--- config.mk ---
export PLATFORM = sky130hd
export DESIGN_NAME = radio_rx_fifo_deframer_unit_flat
export DESIGN_NICKNAME = d
export VERILOG_FILES = /design/src/hw/rtl/rrfd_pkg.sv /design/src/hw/rtl/rrfd_if.sv /design/src/hw/rtl/rrfd_front.sv /design/src/hw/rtl/rrfd_queue.sv /design/src/hw/rtl/rrfd_back.sv /design/src/hw/rtl/radio_rx_fifo_deframer_unit.sv /design/src/flat_wrapper.sv
export VERILOG_INCLUDE_DIRS = /design/src /design/src/hw/rtl
export SDC_FILE = /design/constraint.sdc
export NUM_CORES = 1
export LEC_CHECK = 0
export BUFFER_PORTS_ARGS = -buffer_cell sky130_fd_sc_hd__buf_2
export CORE_MARGIN = 1
export CORE_UTILIZATION = 40
export CTS_CLUSTER_DIAMETER = 80
export DETAILED_ROUTE_END_ITERATION = 10
export GPL_TIMING_DRIVEN = 0
export MAX_ROUTING_LAYER = met4
export PLACE_DENSITY = 0.6
export SYNTH_ARGS = -nofsm -noshare
export SYNTH_HDL_FRONTEND = slang
export SYNTH_SLANG_ARGS = --single-unit
--- constraint.sdc ---
create_clock -name clk -period 17.7 [get_ports clk]
set_input_delay 0.885 -clock clk [delete_from_list [all_inputs] [get_ports clk]]
set_output_delay 0.885 -clock clk [all_outputs]
set_load 0.05 [all_outputs]
--- src/hw/rtl/radio_rx_fifo_deframer_unit_macros.svh ---
// Assertion macros used by the receive FIFO deframer top level.
// Each use takes a label, the clock, the active-low reset and two expressions.
// No dependencies.
`ifndef RADIO_RX_FIFO_DEFRAMER_UNIT_MACROS_SVH
`define RADIO_RX_FIFO_DEFRAMER_UNIT_MACROS_SVH

// Same-cycle implication, disabled during reset.
`define RRFD_ASSERT_IMPL(label, clk, rst_n, ante, cons) \
    label: assert property (@(posedge clk) disable iff (!rst_n) (ante) |-> (cons)) \
        else $error("deframer assertion failed: same-cycle implication");

// Next-cycle implication, disabled during reset.
`define RRFD_ASSERT_NEXT(label, clk, rst_n, ante, cons) \
    label: assert property (@(posedge clk) disable iff (!rst_n) (ante) |=> (cons)) \
        else $error("deframer assertion failed: next-cycle implication");

`endif

--- src/hw/rtl/rrfd_pkg.sv ---
// Package for the receive FIFO deframer: codes, parser phases, queue word and status types.
// No dependencies; the front end, queue, back end and top level import it.
package rrfd_pkg;

    localparam logic [7:0] FRAME_OVERHEAD      = 8'd3;
    localparam logic [7:0] PAYLOAD_LIMIT_RESET = 8'd120;
    localparam int unsigned FLAG_SYNC_BIT   = 0;
    localparam int unsigned FLAG_NOSYNC_BIT = 1;

    // Register indexes on the configuration port.
    localparam logic REG_MAX_PAYLOAD_LEN = 1'b0;
    localparam logic REG_IS_MASTER       = 1'b1;

    typedef enum logic [2:0] {
        PH_LEN,
        PH_PAYLOAD,
        PH_RSSI,
        PH_LQI,
        PH_DISCARD
    } phase_t;

    typedef enum logic [1:0] {
        KIND_BYTE   = 2'd0,
        KIND_ACCEPT = 2'd1,
        KIND_STOP   = 2'd2
    } kind_t;

    typedef enum logic [2:0] {
        REASON_NONE      = 3'd0,
        REASON_TOO_LONG  = 3'd1,
        REASON_UNDERFLOW = 3'd2,
        REASON_EMPTY     = 3'd3,
        REASON_BAD_CRC   = 3'd4
    } reason_t;

    typedef enum logic [1:0] {
        CLASS_DATA   = 2'd0,
        CLASS_SYNC   = 2'd1,
        CLASS_NOSYNC = 2'd2
    } pkt_class_t;

    // One classified result on its way from the parser to the output stage.
    typedef struct packed {
        kind_t      kind;
        logic [7:0] out_byte;
        reason_t    reason;
        logic [7:0] pkt_len;
        pkt_class_t pkt_class;
        logic [7:0] rssi;
        logic [6:0] lqi;
        logic [31:0] stamp;
        logic [31:0] now_time;
        logic       sync_valid;
        logic       sync_request;
    } rrfd_entry_t;

    typedef struct packed {
        logic full;
        logic empty;
    } q_status_t;

endpackage

--- src/hw/rtl/rrfd_if.sv ---
// Stream interfaces of the receive FIFO deframer: input byte words and result words.
// Valid/ready handshake; no dependencies.
interface rrfd_in_if;
    logic        valid;
    logic        ready;
    logic [7:0]  rx_byte;
    logic        batch_start;
    logic [7:0]  batch_bytes;
    logic [31:0] now_time;

    modport source (output valid, output rx_byte, output batch_start, output batch_bytes,
                    output now_time, input ready);
    modport sink   (input valid, input rx_byte, input batch_start, input batch_bytes,
                    input now_time, output ready);
endinterface

interface rrfd_out_if;
    logic               valid;
    logic               ready;
    logic [1:0]         kind;
    logic [7:0]         out_byte;
    logic [2:0]         stop_reason;
    logic [7:0]         pkt_len;
    logic [1:0]         pkt_class;
    logic signed [7:0]  rssi;
    logic [6:0]         lqi;
    logic signed [31:0] sync_offset;
    logic               sync_valid;
    logic               sync_request;
    logic               last;

    modport source (output valid, output kind, output out_byte, output stop_reason,
                    output pkt_len, output pkt_class, output rssi, output lqi,
                    output sync_offset, output sync_valid, output sync_request,
                    output last, input ready);
    modport sink   (input valid, input kind, input out_byte, input stop_reason,
                    input pkt_len, input pkt_class, input rssi, input lqi,
                    input sync_offset, input sync_valid, input sync_request,
                    input last, output ready);
endinterface

--- src/hw/rtl/rrfd_front.sv ---
// Parser front end: accepts FIFO bytes, tracks the packet phase and classifies each byte.
// Depends on rrfd_pkg and rrfd_in_if; pushes classified words into rrfd_queue.
module rrfd_front
    import rrfd_pkg::*;
(
    input  logic          clk,
    input  logic          rst_n,
    rrfd_in_if.sink       in_ch,
    input  logic [7:0]    max_payload_len,
    input  logic          is_master,
    input  q_status_t     q_status,
    output logic          push,
    output rrfd_entry_t   push_data
);

    phase_t      phase_reg, phase_next;
    logic [7:0]  bytes_left_reg, bytes_left_next;
    logic [7:0]  cur_len_reg, cur_len_next;
    logic [7:0]  byte_pos_reg, byte_pos_next;
    logic [7:0]  flag_byte_reg, flag_byte_next;
    logic [7:0]  rssi_hold_reg, rssi_hold_next;
    logic [31:0] stamp_acc_reg, stamp_acc_next;

    logic        take;
    logic [7:0]  b;
    phase_t      eff_phase;
    logic [7:0]  eff_left;
    logic [7:0]  left_dec;
    logic [7:0]  pos_inc;
    logic [1:0]  lane;

    assign in_ch.ready = !q_status.full;
    assign take        = in_ch.valid && in_ch.ready;
    assign b           = in_ch.rx_byte;
    assign eff_phase   = in_ch.batch_start ? PH_LEN : phase_reg;
    assign eff_left    = in_ch.batch_start ? in_ch.batch_bytes : bytes_left_reg;
    assign left_dec    = (eff_left != 8'd0) ? eff_left - 8'd1 : eff_left;
    assign pos_inc     = byte_pos_reg + 8'd1;
    assign lane        = 2'(byte_pos_reg[1:0] - 2'd1);

    always_ff @(posedge clk or negedge rst_n)
    begin
        if (!rst_n)
        begin
            phase_reg      <= PH_LEN;
            bytes_left_reg <= 8'd0;
            cur_len_reg    <= 8'd0;
            byte_pos_reg   <= 8'd0;
            flag_byte_reg  <= 8'd0;
            rssi_hold_reg  <= 8'd0;
            stamp_acc_reg  <= 32'd0;
        end
        else
        begin
            phase_reg      <= phase_next;
            bytes_left_reg <= bytes_left_next;
            cur_len_reg    <= cur_len_next;
            byte_pos_reg   <= byte_pos_next;
            flag_byte_reg  <= flag_byte_next;
            rssi_hold_reg  <= rssi_hold_next;
            stamp_acc_reg  <= stamp_acc_next;
        end
    end

    always_comb
    begin
        phase_next      = phase_reg;
        bytes_left_next = bytes_left_reg;
        cur_len_next    = cur_len_reg;
        byte_pos_next   = byte_pos_reg;
        flag_byte_next  = flag_byte_reg;
        rssi_hold_next  = rssi_hold_reg;
        stamp_acc_next  = stamp_acc_reg;
        push            = 1'b0;
        push_data       = '0;
        push_data.kind      = KIND_BYTE;
        push_data.reason    = REASON_NONE;
        push_data.pkt_class = CLASS_DATA;
        push_data.pkt_len   = cur_len_reg;

        if (take)
        begin
            if (in_ch.batch_start)
            begin
                bytes_left_next = in_ch.batch_bytes;
                phase_next      = PH_LEN;
            end

            unique case (eff_phase)
                PH_LEN:
                begin
                    if (eff_left <= FRAME_OVERHEAD)
                    begin
                        // Too few bytes left for a packet: drop the rest silently.
                        phase_next = PH_DISCARD;
                    end
                    else
                    begin
                        cur_len_next      = b;
                        push_data.pkt_len = b;
                        push_data.kind    = KIND_STOP;
                        priority if (b > max_payload_len)
                        begin
                            phase_next       = PH_DISCARD;
                            push             = 1'b1;
                            push_data.reason = REASON_TOO_LONG;
                        end
                        else if (b > eff_left - FRAME_OVERHEAD)
                        begin
                            phase_next       = PH_DISCARD;
                            push             = 1'b1;
                            push_data.reason = REASON_UNDERFLOW;
                        end
                        else if (b == 8'd0)
                        begin
                            phase_next       = PH_DISCARD;
                            push             = 1'b1;
                            push_data.reason = REASON_EMPTY;
                        end
                        else
                        begin
                            bytes_left_next = eff_left - 8'd1;
                            byte_pos_next   = 8'd0;
                            flag_byte_next  = 8'd0;
                            stamp_acc_next  = 32'd0;
                            rssi_hold_next  = 8'd0;
                            phase_next      = PH_PAYLOAD;
                        end
                    end
                end

                PH_PAYLOAD:
                begin
                    // First payload byte is the flag byte, the next four the timestamp.
                    if (byte_pos_reg == 8'd0)
                    begin
                        flag_byte_next = b;
                    end
                    else if (byte_pos_reg <= 8'd4)
                    begin
                        stamp_acc_next = stamp_acc_reg | ({24'd0, b} << {lane, 3'b000});
                    end
                    byte_pos_next   = pos_inc;
                    bytes_left_next = left_dec;
                    if (pos_inc >= cur_len_reg)
                    begin
                        phase_next = PH_RSSI;
                    end
                    push               = 1'b1;
                    push_data.kind     = KIND_BYTE;
                    push_data.out_byte = b;
                end

                PH_RSSI:
                begin
                    rssi_hold_next  = b;
                    bytes_left_next = left_dec;
                    phase_next      = PH_LQI;
                end

                PH_LQI:
                begin
                    bytes_left_next = left_dec;
                    push            = 1'b1;
                    push_data.rssi  = rssi_hold_reg;
                    push_data.lqi   = b[6:0];
                    if (!b[7])
                    begin
                        phase_next       = PH_DISCARD;
                        push_data.kind   = KIND_STOP;
                        push_data.reason = REASON_BAD_CRC;
                    end
                    else
                    begin
                        push_data.kind = KIND_ACCEPT;
                        priority if (flag_byte_reg[FLAG_SYNC_BIT])
                        begin
                            push_data.pkt_class  = CLASS_SYNC;
                            push_data.sync_valid = !is_master;
                            push_data.stamp      = stamp_acc_reg;
                            push_data.now_time   = in_ch.now_time;
                        end
                        else if (flag_byte_reg[FLAG_NOSYNC_BIT])
                        begin
                            push_data.pkt_class    = CLASS_NOSYNC;
                            push_data.sync_request = is_master;
                        end
                        else
                        begin
                            push_data.pkt_class = CLASS_DATA;
                        end
                        phase_next = (left_dec > FRAME_OVERHEAD) ? PH_LEN : PH_DISCARD;
                    end
                end

                PH_DISCARD:
                begin
                end

                default:
                begin
                end
            endcase
        end
    end

endmodule

--- src/hw/rtl/rrfd_queue.sv ---
// Short word queue between the parser front end and the output stage.
// Depends on rrfd_pkg for the queued word and status types.
module rrfd_queue
    import rrfd_pkg::*;
#(
    parameter int unsigned DEPTH = 4
)
(
    input  logic        clk,
    input  logic        rst_n,
    input  logic        push,
    input  rrfd_entry_t push_data,
    input  logic        pop,
    output rrfd_entry_t pop_data,
    output q_status_t   status
);

    localparam int unsigned PTR_W = (DEPTH > 1) ? $clog2(DEPTH) : 1;
    localparam int unsigned CNT_W = $clog2(DEPTH + 1);
    localparam logic [PTR_W-1:0] LAST_PTR = PTR_W'(DEPTH - 1);
    localparam logic [CNT_W-1:0] FULL_CNT = CNT_W'(DEPTH);

    rrfd_entry_t      slots_reg [DEPTH];
    logic [PTR_W-1:0] wr_ptr_reg, wr_ptr_next;
    logic [PTR_W-1:0] rd_ptr_reg, rd_ptr_next;
    logic [CNT_W-1:0] count_reg, count_next;

    assign status.full  = (count_reg == FULL_CNT);
    assign status.empty = (count_reg == '0);
    assign pop_data     = slots_reg[rd_ptr_reg];

    always_comb
    begin
        wr_ptr_next = wr_ptr_reg;
        rd_ptr_next = rd_ptr_reg;
        count_next  = count_reg;
        if (push)
        begin
            wr_ptr_next = (wr_ptr_reg == LAST_PTR) ? '0 : wr_ptr_reg + 1'b1;
        end
        if (pop)
        begin
            rd_ptr_next = (rd_ptr_reg == LAST_PTR) ? '0 : rd_ptr_reg + 1'b1;
        end
        if (push && !pop)
        begin
            count_next = count_reg + 1'b1;
        end
        else if (pop && !push)
        begin
            count_next = count_reg - 1'b1;
        end
    end

    always_ff @(posedge clk or negedge rst_n)
    begin
        if (!rst_n)
        begin
            wr_ptr_reg <= '0;
            rd_ptr_reg <= '0;
            count_reg  <= '0;
        end
        else
        begin
            wr_ptr_reg <= wr_ptr_next;
            rd_ptr_reg <= rd_ptr_next;
            count_reg  <= count_next;
        end
    end

    always_ff @(posedge clk)
    begin
        if (push)
        begin
            slots_reg[wr_ptr_reg] <= push_data;
        end
    end

endmodule

--- src/hw/rtl/rrfd_back.sv ---
// Output stage: pops classified words, forms the sync offset and holds the result register.
// Depends on rrfd_pkg and rrfd_out_if; fed by rrfd_queue.
module rrfd_back
    import rrfd_pkg::*;
(
    input  logic        clk,
    input  logic        rst_n,
    input  q_status_t   q_status,
    input  rrfd_entry_t pop_data,
    output logic        pop,
    rrfd_out_if.source  out_ch
);

    logic        out_valid_reg, out_valid_next;
    rrfd_entry_t word_reg;
    logic [31:0] offset_reg;
    logic [31:0] offset_next;

    assign pop            = !q_status.empty && (!out_valid_reg || out_ch.ready);
    assign out_valid_next = pop ? 1'b1 : (out_valid_reg && !out_ch.ready);
    assign offset_next    = pop_data.sync_valid ? (pop_data.now_time - pop_data.stamp) : 32'd0;

    always_ff @(posedge clk or negedge rst_n)
    begin
        if (!rst_n)
        begin
            out_valid_reg <= 1'b0;
        end
        else
        begin
            out_valid_reg <= out_valid_next;
        end
    end

    always_ff @(posedge clk)
    begin
        if (pop)
        begin
            word_reg   <= pop_data;
            offset_reg <= offset_next;
        end
    end

    assign out_ch.valid        = out_valid_reg;
    assign out_ch.kind         = word_reg.kind;
    assign out_ch.out_byte     = word_reg.out_byte;
    assign out_ch.stop_reason  = word_reg.reason;
    assign out_ch.pkt_len      = word_reg.pkt_len;
    assign out_ch.pkt_class    = word_reg.pkt_class;
    assign out_ch.rssi         = $signed(word_reg.rssi);
    assign out_ch.lqi          = word_reg.lqi;
    assign out_ch.sync_offset  = $signed(offset_reg);
    assign out_ch.sync_valid   = word_reg.sync_valid;
    assign out_ch.sync_request = word_reg.sync_request;
    assign out_ch.last         = (word_reg.kind != KIND_BYTE);

endmodule

--- src/hw/rtl/radio_rx_fifo_deframer_unit.sv ---
// Receive FIFO deframer top level: one FIFO byte accepted per cycle while the queue is not full.
// A byte's result word is written into the queue and then into the output register.
// Throughput: one word per cycle while the output is ready; input stalls only when the QUEUE_DEPTH-word queue is full.
// Bytes that cause no result (length, RSSI, discarded bytes) are still accepted from the input.
// Reset (rst_n, asynchronous, active low) returns the parser to waiting for a length byte,
// empties the queue and output register, and sets max_payload_len to 120, is_master to 0.
module radio_rx_fifo_deframer_unit
    import rrfd_pkg::*;
#(
    parameter int unsigned QUEUE_DEPTH = 4
)
(
    input  logic        clk,
    input  logic        rst_n,
    rrfd_in_if.sink     in_ch,
    rrfd_out_if.source  out_ch,
    input  logic        psel,
    input  logic        penable,
    input  logic        pwrite,
    input  logic [2:0]  paddr,
    input  logic [31:0] pwdata,
    output logic [31:0] prdata,
    output logic        pready
);

`include "radio_rx_fifo_deframer_unit_macros.svh"

    // Configuration registers. They are to be written only while the block is idle,
    // so the parser may use them directly without any shadowing; the block does not enforce it.
    logic [7:0] max_payload_len_reg;
    logic       is_master_reg;
    logic       cfg_write;

    assign pready    = 1'b1;
    assign cfg_write = psel && penable && pwrite && pready;

    always_ff @(posedge clk or negedge rst_n)
    begin
        if (!rst_n)
        begin
            max_payload_len_reg <= PAYLOAD_LIMIT_RESET;
            is_master_reg       <= 1'b0;
        end
        else if (cfg_write)
        begin
            unique case (paddr[2])
                REG_MAX_PAYLOAD_LEN: max_payload_len_reg <= pwdata[7:0];
                REG_IS_MASTER:       is_master_reg       <= pwdata[0];
                default:             max_payload_len_reg <= max_payload_len_reg;
            endcase
        end
    end

    always_comb
    begin
        unique case (paddr[2])
            REG_MAX_PAYLOAD_LEN: prdata = {24'd0, max_payload_len_reg};
            REG_IS_MASTER:       prdata = {31'd0, is_master_reg};
            default:             prdata = 32'd0;
        endcase
    end

    // The front end classifies every accepted byte in its cycle and pushes at most
    // one word into the queue; the back end drains the queue into the output
    // register, forming the sync offset on the way. The queue lets the output
    // stall without stopping the input until it has filled.
    q_status_t   q_status;
    logic        q_push;
    logic        q_pop;
    rrfd_entry_t q_push_data;
    rrfd_entry_t q_pop_data;

    rrfd_front u_front (
        .clk             (clk),
        .rst_n           (rst_n),
        .in_ch           (in_ch),
        .max_payload_len (max_payload_len_reg),
        .is_master       (is_master_reg),
        .q_status        (q_status),
        .push            (q_push),
        .push_data       (q_push_data)
    );

    rrfd_queue #(
        .DEPTH (QUEUE_DEPTH)
    ) u_queue (
        .clk       (clk),
        .rst_n     (rst_n),
        .push      (q_push),
        .push_data (q_push_data),
        .pop       (q_pop),
        .pop_data  (q_pop_data),
        .status    (q_status)
    );

    rrfd_back u_back (
        .clk       (clk),
        .rst_n     (rst_n),
        .q_status  (q_status),
        .pop_data  (q_pop_data),
        .pop       (q_pop),
        .out_ch    (out_ch)
    );

    // A word is never pushed into a full queue.
    `RRFD_ASSERT_IMPL(a_no_overflow, clk, rst_n, q_push, !q_status.full)
    // A word popped from the queue is on the output in the next cycle.
    `RRFD_ASSERT_NEXT(a_pop_shows, clk, rst_n, q_pop, out_ch.valid)
    // Offset capture and sync requests belong to opposite node roles.
    `RRFD_ASSERT_IMPL(a_sync_roles, clk, rst_n, out_ch.valid,
                      !(out_ch.sync_valid && out_ch.sync_request))
    // Only a stop verdict carries a stop reason.
    `RRFD_ASSERT_IMPL(a_reason_kind, clk, rst_n,
                      out_ch.valid && (out_ch.stop_reason != REASON_NONE),
                      out_ch.kind == KIND_STOP)

endmodule
--- src/flat_wrapper.sv ---
// flat-port wrapper written by rule: the top's interface ports become plain ports
module radio_rx_fifo_deframer_unit_flat import rrfd_pkg::*;
#(
    parameter int unsigned QUEUE_DEPTH = 4
)
  (clk, rst_n, psel, penable, pwrite, paddr, pwdata, prdata, pready, in_ch_valid, in_ch_rx_byte, in_ch_batch_start, in_ch_batch_bytes, in_ch_now_time, in_ch_ready, out_ch_valid, out_ch_kind, out_ch_out_byte, out_ch_stop_reason, out_ch_pkt_len, out_ch_pkt_class, out_ch_rssi, out_ch_lqi, out_ch_sync_offset, out_ch_sync_valid, out_ch_sync_request, out_ch_last, out_ch_ready);
  rrfd_in_if in_ch_i ();
  rrfd_out_if out_ch_i ();
  input  logic clk;
  input  logic rst_n;
  input  logic psel;
  input  logic penable;
  input  logic pwrite;
  input  logic [2:0] paddr;
  input  logic [31:0] pwdata;
  output logic [31:0] prdata;
  output logic pready;
  input wire logic [$bits(in_ch_i.valid)-1:0] in_ch_valid;
  input wire logic [$bits(in_ch_i.rx_byte)-1:0] in_ch_rx_byte;
  input wire logic [$bits(in_ch_i.batch_start)-1:0] in_ch_batch_start;
  input wire logic [$bits(in_ch_i.batch_bytes)-1:0] in_ch_batch_bytes;
  input wire logic [$bits(in_ch_i.now_time)-1:0] in_ch_now_time;
  output wire logic [$bits(in_ch_i.ready)-1:0] in_ch_ready;
  output wire logic [$bits(out_ch_i.valid)-1:0] out_ch_valid;
  output wire logic [$bits(out_ch_i.kind)-1:0] out_ch_kind;
  output wire logic [$bits(out_ch_i.out_byte)-1:0] out_ch_out_byte;
  output wire logic [$bits(out_ch_i.stop_reason)-1:0] out_ch_stop_reason;
  output wire logic [$bits(out_ch_i.pkt_len)-1:0] out_ch_pkt_len;
  output wire logic [$bits(out_ch_i.pkt_class)-1:0] out_ch_pkt_class;
  output wire logic [$bits(out_ch_i.rssi)-1:0] out_ch_rssi;
  output wire logic [$bits(out_ch_i.lqi)-1:0] out_ch_lqi;
  output wire logic [$bits(out_ch_i.sync_offset)-1:0] out_ch_sync_offset;
  output wire logic [$bits(out_ch_i.sync_valid)-1:0] out_ch_sync_valid;
  output wire logic [$bits(out_ch_i.sync_request)-1:0] out_ch_sync_request;
  output wire logic [$bits(out_ch_i.last)-1:0] out_ch_last;
  input wire logic [$bits(out_ch_i.ready)-1:0] out_ch_ready;
  assign in_ch_i.valid = in_ch_valid;
  assign in_ch_i.rx_byte = in_ch_rx_byte;
  assign in_ch_i.batch_start = in_ch_batch_start;
  assign in_ch_i.batch_bytes = in_ch_batch_bytes;
  assign in_ch_i.now_time = in_ch_now_time;
  assign in_ch_ready = in_ch_i.ready;
  assign out_ch_valid = out_ch_i.valid;
  assign out_ch_kind = out_ch_i.kind;
  assign out_ch_out_byte = out_ch_i.out_byte;
  assign out_ch_stop_reason = out_ch_i.stop_reason;
  assign out_ch_pkt_len = out_ch_i.pkt_len;
  assign out_ch_pkt_class = out_ch_i.pkt_class;
  assign out_ch_rssi = out_ch_i.rssi;
  assign out_ch_lqi = out_ch_i.lqi;
  assign out_ch_sync_offset = out_ch_i.sync_offset;
  assign out_ch_sync_valid = out_ch_i.sync_valid;
  assign out_ch_sync_request = out_ch_i.sync_request;
  assign out_ch_last = out_ch_i.last;
  assign out_ch_i.ready = out_ch_ready;
  radio_rx_fifo_deframer_unit #(.QUEUE_DEPTH(QUEUE_DEPTH)) u_core (.clk(clk), .rst_n(rst_n), .in_ch(in_ch_i), .out_ch(out_ch_i), .psel(psel), .penable(penable), .pwrite(pwrite), .paddr(paddr), .pwdata(pwdata), .prdata(prdata), .pready(pready));
endmodule
==> results of run 1 <==
==> worst paths after layout <==
| check | from | endpoint | depth (start not counted) |
|---|---|---|---|
| max | in_ch_batch_start | u_core.u_queue.slots_reg[3][24] | 18 |
| min | rst_n | u_core.u_front.rssi_hold_reg[7] | 1 |
| max reg2reg | u_core.u_queue.rd_ptr_reg[0] | u_core.u_back.out_ch.sync_offset[28] | 13 |
| min reg2reg | u_core.u_front.stamp_acc_reg[23] | u_core.u_front.stamp_acc_reg[23] | 2 |
| max in group asynchronous | rst_n | u_core.u_front.stamp_acc_reg[17] | 2 |
| min in group clk | u_core.u_front.stamp_acc_reg[23] | u_core.u_front.stamp_acc_reg[23] | 2 |
==> critical path: stages <==
cell,delay (ns)
buf_2,0.20
buf_2,0.31
buf_1,0.57
mux2i_1,0.56
inv_1,0.15
ha_1,0.29
nor3_1,0.24
xor2_1,0.19
ha_1,0.27
nand4_1,0.14
nor2_1,0.08
nor2_1,0.12
o21a_1,0.20
nor3_1,0.11
a21oi_1,0.50
a21o_1,0.29
and2_4,0.75
buf_16,0.36
==> placed cells by master (no fill, tap or decap), drive strengths merged, types with 5 or more instances in the layout <==
master / instances
o211ai: 11
inv: 79
and2: 90
nand2b: 7
nor3: 28
edfxtp: 488
a211oi: 11
or2: 5
nor2b: 8
mux2: 32
o21ai: 76
a22o: 12
a21oi: 38
dfrtp: 82
nand3: 13
clkinv: 21
mux2i: 12
nand2: 98
a21o: 16
and3: 17
buf: 202
mux4: 102
ha: 66
o21a: 12
nor2: 81
conb: 25
xor2: 17
clkbuf: 129
nor4: 5
nand4: 8
xnor2: 24
o31ai: 7
==> power by group through the flow <==
stage	Combinational [W]	Clock, W	Sequential [W]
after floorplan	0.00136	0	0.00224
after global routing	0.00245	0.00139	0.00194
after detailed placement	0.00225	0	0.00194
after global placement	0.00220	0	0.00198
after CTS	0.00226	0.00134	0.00192
final	0.00223	0.00131	0.00191
==> per-stage QoR <==
step,setup WS [ns],std cells,area [um^2],utilization (%)
detailed placement,11.01,2609,27100,43.9
finish,11.63,2729,29200,47.3
CTS,11.58,2729,29200,47.3
global placement,7.48,2598,26800,43.4
global route,11.22,2729,29200,47.3
floorplan,10.82,1616,25000,-
==> cells by family (layout without fill, tap and decap cells) <==
| group | after synthesis | count (layout) | synth area share [%] |
|---|---|---|---|
| mux | 146 | 146 | 11.1 |
| other cells | 2 | 25 | 0.0301 |
| simple gates | 380 | 380 | 7.74 |
| compound gates | 221 | 221 | 5.88 |
| buf+inv | 161 | 437 | 2.90 |
| xor+xnor | 41 | 41 | 1.44 |
| flops | 574 | 574 | 67.4 |
| fa+ha+maj | 68 | 68 | 3.47 |
==> cell type report <==
type / count / area, um^2 / area share (%)
clock buffers: 89 / 1810 / 6.20
well taps: 837 / 1050 / 3.59
clock inverters: 31 / 285 / 0.977
multi-input cells: 881 / 7510 / 25.7
repair buffers: 156 / 1020 / 3.48
flip-flops and latches: 574 / 16800 / 57.6
plain buffers: 86 / 442 / 1.51
inverters: 75 / 282 / 0.964
==> routing by layer <==
metal,GRT usage [%],vias up,share of wire [%]
met2,30.3,361,50
met4,5.92,0,2.6
met3,3.61,101,4.9
li1,-,6544,-
met5,-,-,0
met1,23.5,7033,43
==> tab_implementation.tex, run 1 <==
\begin{tabular}{lr}
\hline
Metric & Value \\
\hline
\multicolumn{2}{l}{\textbf{Clocking}} \\
Hold buffer count at CTS & 0 \\
CTS buffer count & 66 \\
Number of post-CTS setup repair buffers & 0 \\
Clock tree from TritonCTS & done \\
Clock root cell & clkbuf\_16 \\
Number of gates resized after cts & 0 \\
Max H-tree Level & 3 \\
TritonCTS sink count & 574 \\
Clock transition at the registers of the reported paths & 0.06 ns \\
Buffer depth of the longest clock path & 3 \\
Source-to-sink clock delay at the later pin of the worst-skew pair & 0.61 ns \\
\multicolumn{2}{l}{\textbf{Timing}} \\
Share of the clock period used by the worst path after layout & 34.3\% \\
Final hold violation count & 0 \\
Worst setup skew after layout & 0.0344 ns \\
Final setup violating endpoints & 0 \\
Achievable clock frequency & 0.165 GHz \\
Minimum hold slack & 0.254 ns \\
Minimum period implied by the final worst setup slack & 6.07 ns \\
RSZ-0062 raised after global routing & no \\
Normalized max-slew margin & 21.2\% \\
Final max-slew violation count & 0 \\
Slew at the pin closest to its max-slew limit & 1.17 ns \\
Sum of negative setup slack & 0 ns \\
\multicolumn{2}{l}{\textbf{Layout}} \\
Share of cells above drive strength 1 & 23.5\% \\
Filler cell count in the final layout & 5,457 \\
Area added between synthesis and finish & 17.1\% \\
Flip-flop count of the largest register, all copies and words added & 416 \\
Number of nets in the layout & 1,999 \\
Antenna cells & 0 \\
\multicolumn{2}{l}{\textbf{Worst setup path}} \\
Crit Path Max Fanout & 55 \\
Slack of the worst reg-to-reg path & $\sim$12 ns \\
Startpoint class of the critical path & input port \\
Required time of the critical path & 17.94 ns \\
Data arrival time at the worst-slack endpoint & 6.31 ns \\
Worst setup EP type & flop \\
Startpoint-to-endpoint class of the critical path & input port to flop \\
\multicolumn{2}{l}{\textbf{Pwr}} \\
Leak pwr & 11.0 nW \\
Power after layout & 0.00545 W \\
Share of total power in sequential cells & between 30\% and 40\% \\
Share of total power in the clock network & 24.0\% \\
Largest vdd supply drop & around 70 uV \\
Total power divided by cell area & roughly 190 nW/um\^{}2 \\
Internal Pwr Total & 0.00340 W \\
Proportion of total power due to net switching & 37.6\% \\
Power share of the combinational group & 40.9\% \\
Switching power & 0.00205 W \\
\multicolumn{2}{l}{\textbf{Drt}} \\
First-pass DRT Iterations & 4 \\
Wire length per cell & 20.5 um \\
Number of DRC markers in iteration 0 & 926 \\
Via density & 5.14 \\
Final WL & 56,000 um \\
DRC Markers & 0 \\
Post-route ant nets & 0 \\
Vias after detailed routing & 14.0k \\
\multicolumn{2}{l}{\textbf{Yosys}} \\
Register bit count reported by yosys & 574 \\
Warnings, synthesis & 0 \\
Cell area after synthesis & 24,900 um\^{}2 \\
Yosys top cell by area & edfxtp\_1 \\
Top-area cell type share of the netlist area & 58.8\% \\
Instance count of the mapped netlist & 1,593 \\
Top cells by count, synth & edfxtp\_1 (488), mux4\_2 (102), nand2\_1 (98), and2\_1 (90), dfrtp\_1 (82) \\
Most instantiated library cell after synthesis & edfxtp\_1 \\
Avg Synthesized Cell Area & 15.7 um\^{}2 \\
Distinct cell type count of the synthesized netlist & just over 70 \\
Main synth FF type & edfxtp\_1 \\
Register area share after synthesis & between 60\% and 70\% \\
Fraction of synthesis flops using an asynchronous set or reset pin & around 15\% \\
Number of enable-type register cells in the synthesized netlist & between 400 and 500 \\
Largest cells by area after synthesis & edfxtp\_1 (59\%), mux4\_2 (9.2\%), dfrtp\_1 (8.2\%) \\
\multicolumn{2}{l}{\textbf{Hold path}} \\
Class of the tightest hold or removal check & input port to async pin \\
\multicolumn{2}{l}{\textbf{GRT}} \\
Maximum number of pins on one net before global-route repair & 56 \\
Overall track demand over capacity in global routing & a little under a fifth \\
Wire length of the first global-routing pass & between 80,000 and 90,000 um \\
Antenna violations before repair & 0 \\
Global route total overflow & 0 \\
Number of global-route vias before repair & about 15k \\
\multicolumn{2}{l}{\textbf{Floorplan}} \\
Initial core utilization & between 40 and 50\% \\
Die H & $\sim$250 um \\
Die X-Extent & about 250 um \\
Overall die area & around 63,000 um\^{}2 \\
Top-level port count & approximately 200 \\
Cell Rows & 91 \\
Core area & a little over 60,000 um\^{}2 \\
\multicolumn{2}{l}{\textbf{Outcome}} \\
Result of the run & finished, final reports clean \\
\multicolumn{2}{l}{\textbf{Place}} \\
RD Place Congestion & 0.839 \\
DP HPWL & $\sim$38,000 um \\
Port Buffer Count & 145 \\
\multicolumn{2}{l}{\textbf{Run}} \\
Max capacitance violation total & 0 \\
\hline
\end{tabular}
No activity file was read; power rests on OpenSTA's default activity.
==> inputs of run 2 (changes only) <==
Settings changed: PLACE_DENSITY 0.6 to 0.62.
Clock period 17.7 ns to 4.9 ns, I/O delays scaled along.
==> run 2 against run 1 <==
Die area is the same. The flow now finishes with violations (design-rule violations). Clock power grew to 3.5 times the previous value. Sequential power grew to 3.6 times the previous value. Critical path type is now flop to flop. Global-route usage shrank 0.24 points. Total power grew to 3.6 times the previous value. Clock-buffer cell count shrank 5. First-iteration DRC count grew 2.9%. Sequential share of layout area shrank 0.51 points.
==> tab_implementation.tex, run 2 (synthesis results as in run 1) <==
\begin{tabular}{lr}
\hline
Metric & Value \\
\hline
\multicolumn{2}{l}{\textbf{Timing}} \\
Final hold violation count & 0 \\
Final max-slew violation count & 0 \\
Minimum period implied by the final worst setup slack & approximately 4.6 ns \\
Normalized max-slew margin & 32.4\% \\
Worst setup skew after layout & approximately 0.018 ns \\
Minimum hold slack & $\sim$0.037 ns \\
Final setup violating endpoints & 0 \\
Slew at the pin closest to its max-slew limit & 1.01 ns \\
RSZ-0062 raised after global routing & no \\
Achievable clock frequency & 0.218 GHz \\
Share of the clock period used by the worst path after layout & 93.7\% \\
\multicolumn{2}{l}{\textbf{Drt}} \\
First-pass DRT Iterations & 8 \\
Vias after detailed routing & 14.2k \\
Final WL & 55,600 um \\
DRC Markers & 2 \\
Number of DRC markers in iteration 0 & 953 \\
Wire length per cell & 20.3 um \\
Post-route ant nets & 0 \\
Via density & around 5.2 \\
\multicolumn{2}{l}{\textbf{Worst setup path}} \\
Cell with the largest stage delay on the worst path & mux2i\_1 \\
Crit Path Max Fanout & 50 \\
Delay of the slowest cell on the worst path & 0.42 ns \\
Cell Chain, Critical Path & mux2i\_1 > inv\_1 > ha\_1 > nor3\_1 > xor2\_1 > ha\_1 > nand4\_1 > nor2\_1 > nor2\_1 > o21a\_1 > nor3\_2 > a21oi\_1 > a21o\_1 > and2\_4 > buf\_16 > buf\_16 \\
Data arrival time at the worst-slack endpoint & 4.86 ns \\
Startpoint-to-endpoint class of the critical path & flop to flop \\
Startpoint class of the critical path & flop \\
Kind of cell with the highest combined delay on the critical path & simple AND/OR/NAND/NOR gates \\
Worst setup EP type & flop \\
Required time of the critical path & roughly 5.2 ns \\
Slack of the worst reg-to-reg path & 0.31 ns \\
Worst path bufs/invs & 3 \\
\multicolumn{2}{l}{\textbf{Clocking}} \\
TritonCTS sink count & about 570 \\
Clock root cell & clkbuf\_16 \\
Clock transition at the registers of the reported paths & 0.06 ns \\
Max H-tree Level & 2 \\
Number of post-CTS setup repair buffers & 0 \\
Source-to-sink clock delay at the later pin of the worst-skew pair & 0.61 ns \\
Clock tree from TritonCTS & done \\
Buffer depth of the longest clock path & 3 \\
CTS buffer count & 59 \\
\multicolumn{2}{l}{\textbf{Layout}} \\
Final std cell area, no fill & 29,500 um\^{}2 \\
Final standard cell count with taps included and fillers excluded & 2,746 \\
Share of cells above drive strength 1 & around a quarter \\
Area added between synthesis and finish & 18.2\% \\
Number of nets in the layout & between 2k and 2.5k \\
Most common cell after layout, fill and taps aside & edfxtp\_1 \\
Share of the core filled with cells in the final layout & 47.8\% \\
Flip-flop count of the largest register, all copies and words added & 416 \\
Leading cell types in the layout, fill and taps excluded & edfxtp\_1 (488), buf\_2 (149), mux4\_2 (102), nand2\_1 (98), and2\_1 (86) \\
\multicolumn{2}{l}{\textbf{Floorplan}} \\
Initial core utilization & 40.4\% \\
Die H & 252 um \\
Cell Rows & a little over 90 \\
Core area & 61,700 um\^{}2 \\
Overall die area & 63,400 um\^{}2 \\
Top-level port count & 199 \\
Die X-Extent & 252 um \\
\multicolumn{2}{l}{\textbf{Place}} \\
Post-placement cell area & roughly 27,000 um\^{}2 \\
RD Place Congestion & 0.840 \\
Number of placed cells counting well taps & 2,610 \\
Port Buffer Count & 145 \\
DP HPWL & 37,300 um \\
\multicolumn{2}{l}{\textbf{Pwr}} \\
Power after layout & a little under 0.02 W \\
Largest vdd supply drop & about 360 uV \\
Leak pwr & between 10 and 15 nW \\
Total power divided by cell area & 666 nW/um\^{}2 \\
\multicolumn{2}{l}{\textbf{GRT}} \\
Wire length of the first global-routing pass & around 85,000 um \\
Number of global-route vias before repair & 14.5k \\
Overall track demand over capacity in global routing & between 15 and 20\% \\
Maximum number of pins on one net before global-route repair & 56 \\
Antenna violations before repair & 1 \\
Global route total overflow & 0 \\
\multicolumn{2}{l}{\textbf{Run}} \\
Max capacitance violation total & 0 \\
\multicolumn{2}{l}{\textbf{Outcome}} \\
Violations in the final reports & design-rule violations \\
Result of the run & finished, violations left \\
\multicolumn{2}{l}{\textbf{Hold path}} \\
Class of the tightest hold or removal check & input port to flop \\
\hline
\end{tabular}
[run 2: stage by stage]
stage / setup slack, ns / TNS [ns]
after floorplan: -0.180 / -74.85
after global placement: -2.36 / -982.99
after detailed placement: -1.17 / -209.94
after CTS: 0.0334 / 0
after global routing: 0.0348 / 0
final: 0.308 / 0
[run 2: worst paths after layout]
check                                                 start                               end  cells past startpoint
min                                      in_ch_now_time[27]   u_core.u_queue.slots_reg[2][29]                      2
min in group asynchronous                             rst_n     u_core.u_front.cur_len_reg[5]                      2
max                        u_core.u_front.bytes_left_reg[0]    u_core.u_queue.slots_reg[2][6]                     16
max reg2reg                u_core.u_front.bytes_left_reg[0]    u_core.u_queue.slots_reg[2][6]                     16
min reg2reg                u_core.u_front.stamp_acc_reg[13]  u_core.u_front.stamp_acc_reg[13]                      2
max in group asynchronous                             rst_n  u_core.u_front.stamp_acc_reg[21]                      3
[run 2: final cells by class]
cell class | count | area (um^2)
tap | 837 | 1050
clock buffer | 84 | 1790
buffer | 84 | 458
inverter | 75 | 282
timing repair buffer | 184 | 1310
multi-input combinational | 881 | 7530
sequential | 574 | 16800
antenna | 1 | 2.50
clock inverter | 26 | 251
fill | 5397 | 32200
[run 2: power by group]
group          leakage, nW  internal [W]  switching (W)
Combinational         4.38       0.00295        0.00515
Clock                0.986       0.00274        0.00185
Sequential            5.74       0.00659       0.000340
Total                 11.1        0.0123        0.00734
[run 2: timing repair]
action | 4_1_cts | 5_1_grt
resized for setup | 16 | 17
setup endpoints to repair | 127 | 61
hold endpoints to repair | 99 | 0
hold buffers | 27 | 0
[run 2: layer usage]
layer / wire, um / GRT usage (%)
met4: 1190 / 4.72
met5: 0 / -
met1: 24300 / 23.9
met3: 2630 / 3.07
met2: 27500 / 30.1
==> inputs of run 3 (changes only) <==
Settings changed: MAX_ROUTING_LAYER met4 to not set.
==> run 3 against run 2 <==
The flow still finishes with violations (design-rule violations). Global-route usage is 0.63 points lower. Hold slack better by 0.00095 ns. Largest power group unchanged. Sequential cell count did not move. Wire length increased by 0.13%. Die area unchanged. Register-to-register slack lost 0.03 ns. Final cell count is 0.36% higher. First-iteration DRC count increased by 1.9%. Sequential share of layout area is 0.070 points lower. Largest cell class unchanged. Sequential power hardly changed. Maximum frequency shrank 0.69%.
==> tab_implementation.tex, run 3 (synthesis results as in run 1) <==
\begin{tabular}{lr}
\hline
Metric & Value \\
\hline
\multicolumn{2}{l}{\textbf{Floorplan}} \\
Initial core utilization & roughly 40\% \\
Cell Rows & 91 \\
Top-level port count & 199 \\
Core area & 61,700 um\^{}2 \\
Die X-Extent & 252 um \\
Overall die area & 63,400 um\^{}2 \\
Die H & 252 um \\
\multicolumn{2}{l}{\textbf{Clocking}} \\
Clock root cell & clkbuf\_16 \\
Clock tree from TritonCTS & done \\
Buffer depth of the longest clock path & 3 \\
CTS buffer count & 60 \\
TritonCTS sink count & 574 \\
Source-to-sink clock delay at the later pin of the worst-skew pair & between 0.6 and 0.7 ns \\
Max H-tree Level & 2 \\
Clock transition at the registers of the reported paths & approximately 0.060 ns \\
Number of post-CTS setup repair buffers & 0 \\
\multicolumn{2}{l}{\textbf{Pwr}} \\
Leak pwr & 11.1 nW \\
Total power divided by cell area & 662 nW/um\^{}2 \\
Largest vdd supply drop & roughly 400 uV \\
\multicolumn{2}{l}{\textbf{Outcome}} \\
Result of the run & finished, violations left \\
Violations in the final reports & design-rule violations \\
\multicolumn{2}{l}{\textbf{Timing}} \\
RSZ-0062 raised after global routing & no \\
Final hold violation count & 0 \\
Final setup violating endpoints & 0 \\
Normalized max-slew margin & between 30\% and 40\% \\
Slew at the pin closest to its max-slew limit & just over 1 ns \\
Sum of negative setup slack & 0 ns \\
Final max-slew violation count & 0 \\
Worst setup skew after layout & between 0.02 and 0.025 ns \\
Share of the clock period used by the worst path after layout & 94.4\% \\
Achievable clock frequency & 0.216 GHz \\
Minimum period implied by the final worst setup slack & 4.62 ns \\
\multicolumn{2}{l}{\textbf{Layout}} \\
Sequential cell area & $\sim$17,000 um\^{}2 \\
Antenna cells & 0 \\
Number of nets in the layout & approximately 2k \\
Final standard cell count with taps included and fillers excluded & 2,756 \\
Multi-input combinational cell area & approximately 7500 um\^{}2 \\
Area added between synthesis and finish & 18.3\% \\
Share of cells above drive strength 1 & 24.2\% \\
Leading cell types in the layout, fill and taps excluded & edfxtp\_1 (488), buf\_2 (150), mux4\_2 (102), nand2\_1 (98), and2\_1 (86) \\
Flip-flop count of the largest register, all copies and words added & 416 \\
Most common cell after layout, fill and taps aside & edfxtp\_1 \\
Filler cell count in the final layout & 5,369 \\
\multicolumn{2}{l}{\textbf{Drt}} \\
First-pass DRT Iterations & 10 \\
Wire length per cell & 20.2 um \\
DRC Markers & 2 \\
Vias after detailed routing & 14.1k \\
Number of DRC markers in iteration 0 & 971 \\
Via density & 5.12 \\
Final WL & $\sim$56,000 um \\
Post-route ant nets & 0 \\
\multicolumn{2}{l}{\textbf{Place}} \\
Number of placed cells counting well taps & between 2k and 3k \\
Port Buffer Count & 145 \\
DP HPWL & 37,400 um \\
RD Place Congestion & 0.833 \\
\multicolumn{2}{l}{\textbf{Worst setup path}} \\
Crit Path Max Fanout & 10 \\
Required time of the critical path & roughly 5.2 ns \\
Startpoint-to-endpoint class of the critical path & flop to flop \\
Data arrival time at the worst-slack endpoint & between 4 and 5 ns \\
Cells on worst reg2reg path & 14 \\
Startpoint class of the critical path & flop \\
Worst setup EP type & flop \\
\multicolumn{2}{l}{\textbf{Hold path}} \\
Count of cells along the worst hold path & 2 \\
Class of the tightest hold or removal check & input port to flop \\
\multicolumn{2}{l}{\textbf{GRT}} \\
Maximum number of pins on one net before global-route repair & 55 \\
Global route total overflow & 0 \\
Antenna violations before repair & 1 \\
Overall track demand over capacity in global routing & 17.8\% \\
Number of global-route vias before repair & 14.7k \\
Wire length of the first global-routing pass & 84,900 um \\
\multicolumn{2}{l}{\textbf{Run}} \\
Max capacitance violation total & 0 \\
\hline
\end{tabular}
## run 3: cell types whose count changed in the layout (fill, tap and decap cells not counted), sizes merged
| cell | delta |
|---|---|
| clkbuf | -4 |
| dlygate4sd3 | +8 |
| clkinvlp | +2 |
| clkinv | +5 |
| diode | -1 |
## run 3: stage by stage
stage               hold slack (ns)  util [%]  instance area, um^2  total power, W  setup slack [ns]
finish                       0.0376      47.8                29500          0.0195             0.276
global route                 0.0351      47.8                29500          0.0207           0.00923
CTS                         0.00337      47.8                29500          0.0197            0.0831
detailed placement            0.283      44.0                27100          0.0151             -1.15
global placement              0.446      43.4                26800          0.0150             -2.28
floorplan                   -0.0506         -                25000          0.0129            -0.180
## run 3: layout make-up
| class | count | area share [%] |
|---|---|---|
| tap | 837 | 3.55 |
| buffer | 85 | 1.55 |
| sequential | 574 | 57.0 |
| clock inverter | 33 | 0.992 |
| multi-input combinational | 881 | 25.5 |
| inverter | 75 | 0.954 |
| timing repair buffer | 192 | 4.72 |
| clock buffer | 79 | 5.75 |
## run 3: what timing repair did
action                                  4_1_cts  5_1_grt
hold buffers                                 35        0
endpoints found under the setup margin      130       64
resized for setup                            14       17
endpoints found under the hold margin       134        0
pin swaps                                     0        0
## run 3: worst paths after layout
| check | slack, ns | startpoint | to |
|---|---|---|---|
| worst max-delay path | 0.28 | u_core.u_queue.rd_ptr_reg[1] | u_core.u_back.out_ch.sync_offset[28] |
| worst min-delay path | 0.04 | in_ch_now_time[8] | u_core.u_queue.slots_reg[2][10] |
| worst max register to register | 0.28 | u_core.u_queue.rd_ptr_reg[1] | u_core.u_back.out_ch.sync_offset[28] |
| worst min register to register | 0.47 | u_core.u_front.stamp_acc_reg[17] | u_core.u_front.stamp_acc_reg[17] |
| max in group asynchronous | 4.04 | rst_n | u_core.u_front.stamp_acc_reg[25] |
| min in group asynchronous | 0.18 | rst_n | u_core.u_front.bytes_left_reg[1] |
## run 3: routing by layer
metal,track usage [%],vias up,part of all wire [%]
met1,23.1,7081,43
met2,30.3,357,49
li1,-,6585,-
met3,3.14,96,5.2
met4,5.37,2,2.7
met5,0,-,0.023
## run 3: critical path, stage by stage (launching register included)
cell,delay [ns]
dfrtp_1,0.35
clkbuf_1,0.31
buf_2,0.43
clkbuf_2,0.41
mux4_2,0.36
ha_1,0.22
fa_1,0.39
nor2b_1,0.21
o31a_1,0.28
o311ai_2,0.20
a211oi_1,0.51
nor2_1,0.19
o211ai_1,0.22
a21oi_1,0.10
mux2i_1,0.16
## run 3: report_power, final
group,switching (W),internal (W)
logic,0.00515,0.00296
clock network,0.00187,0.00264
registers,0.000323,0.00659
total,0.00734,0.0122
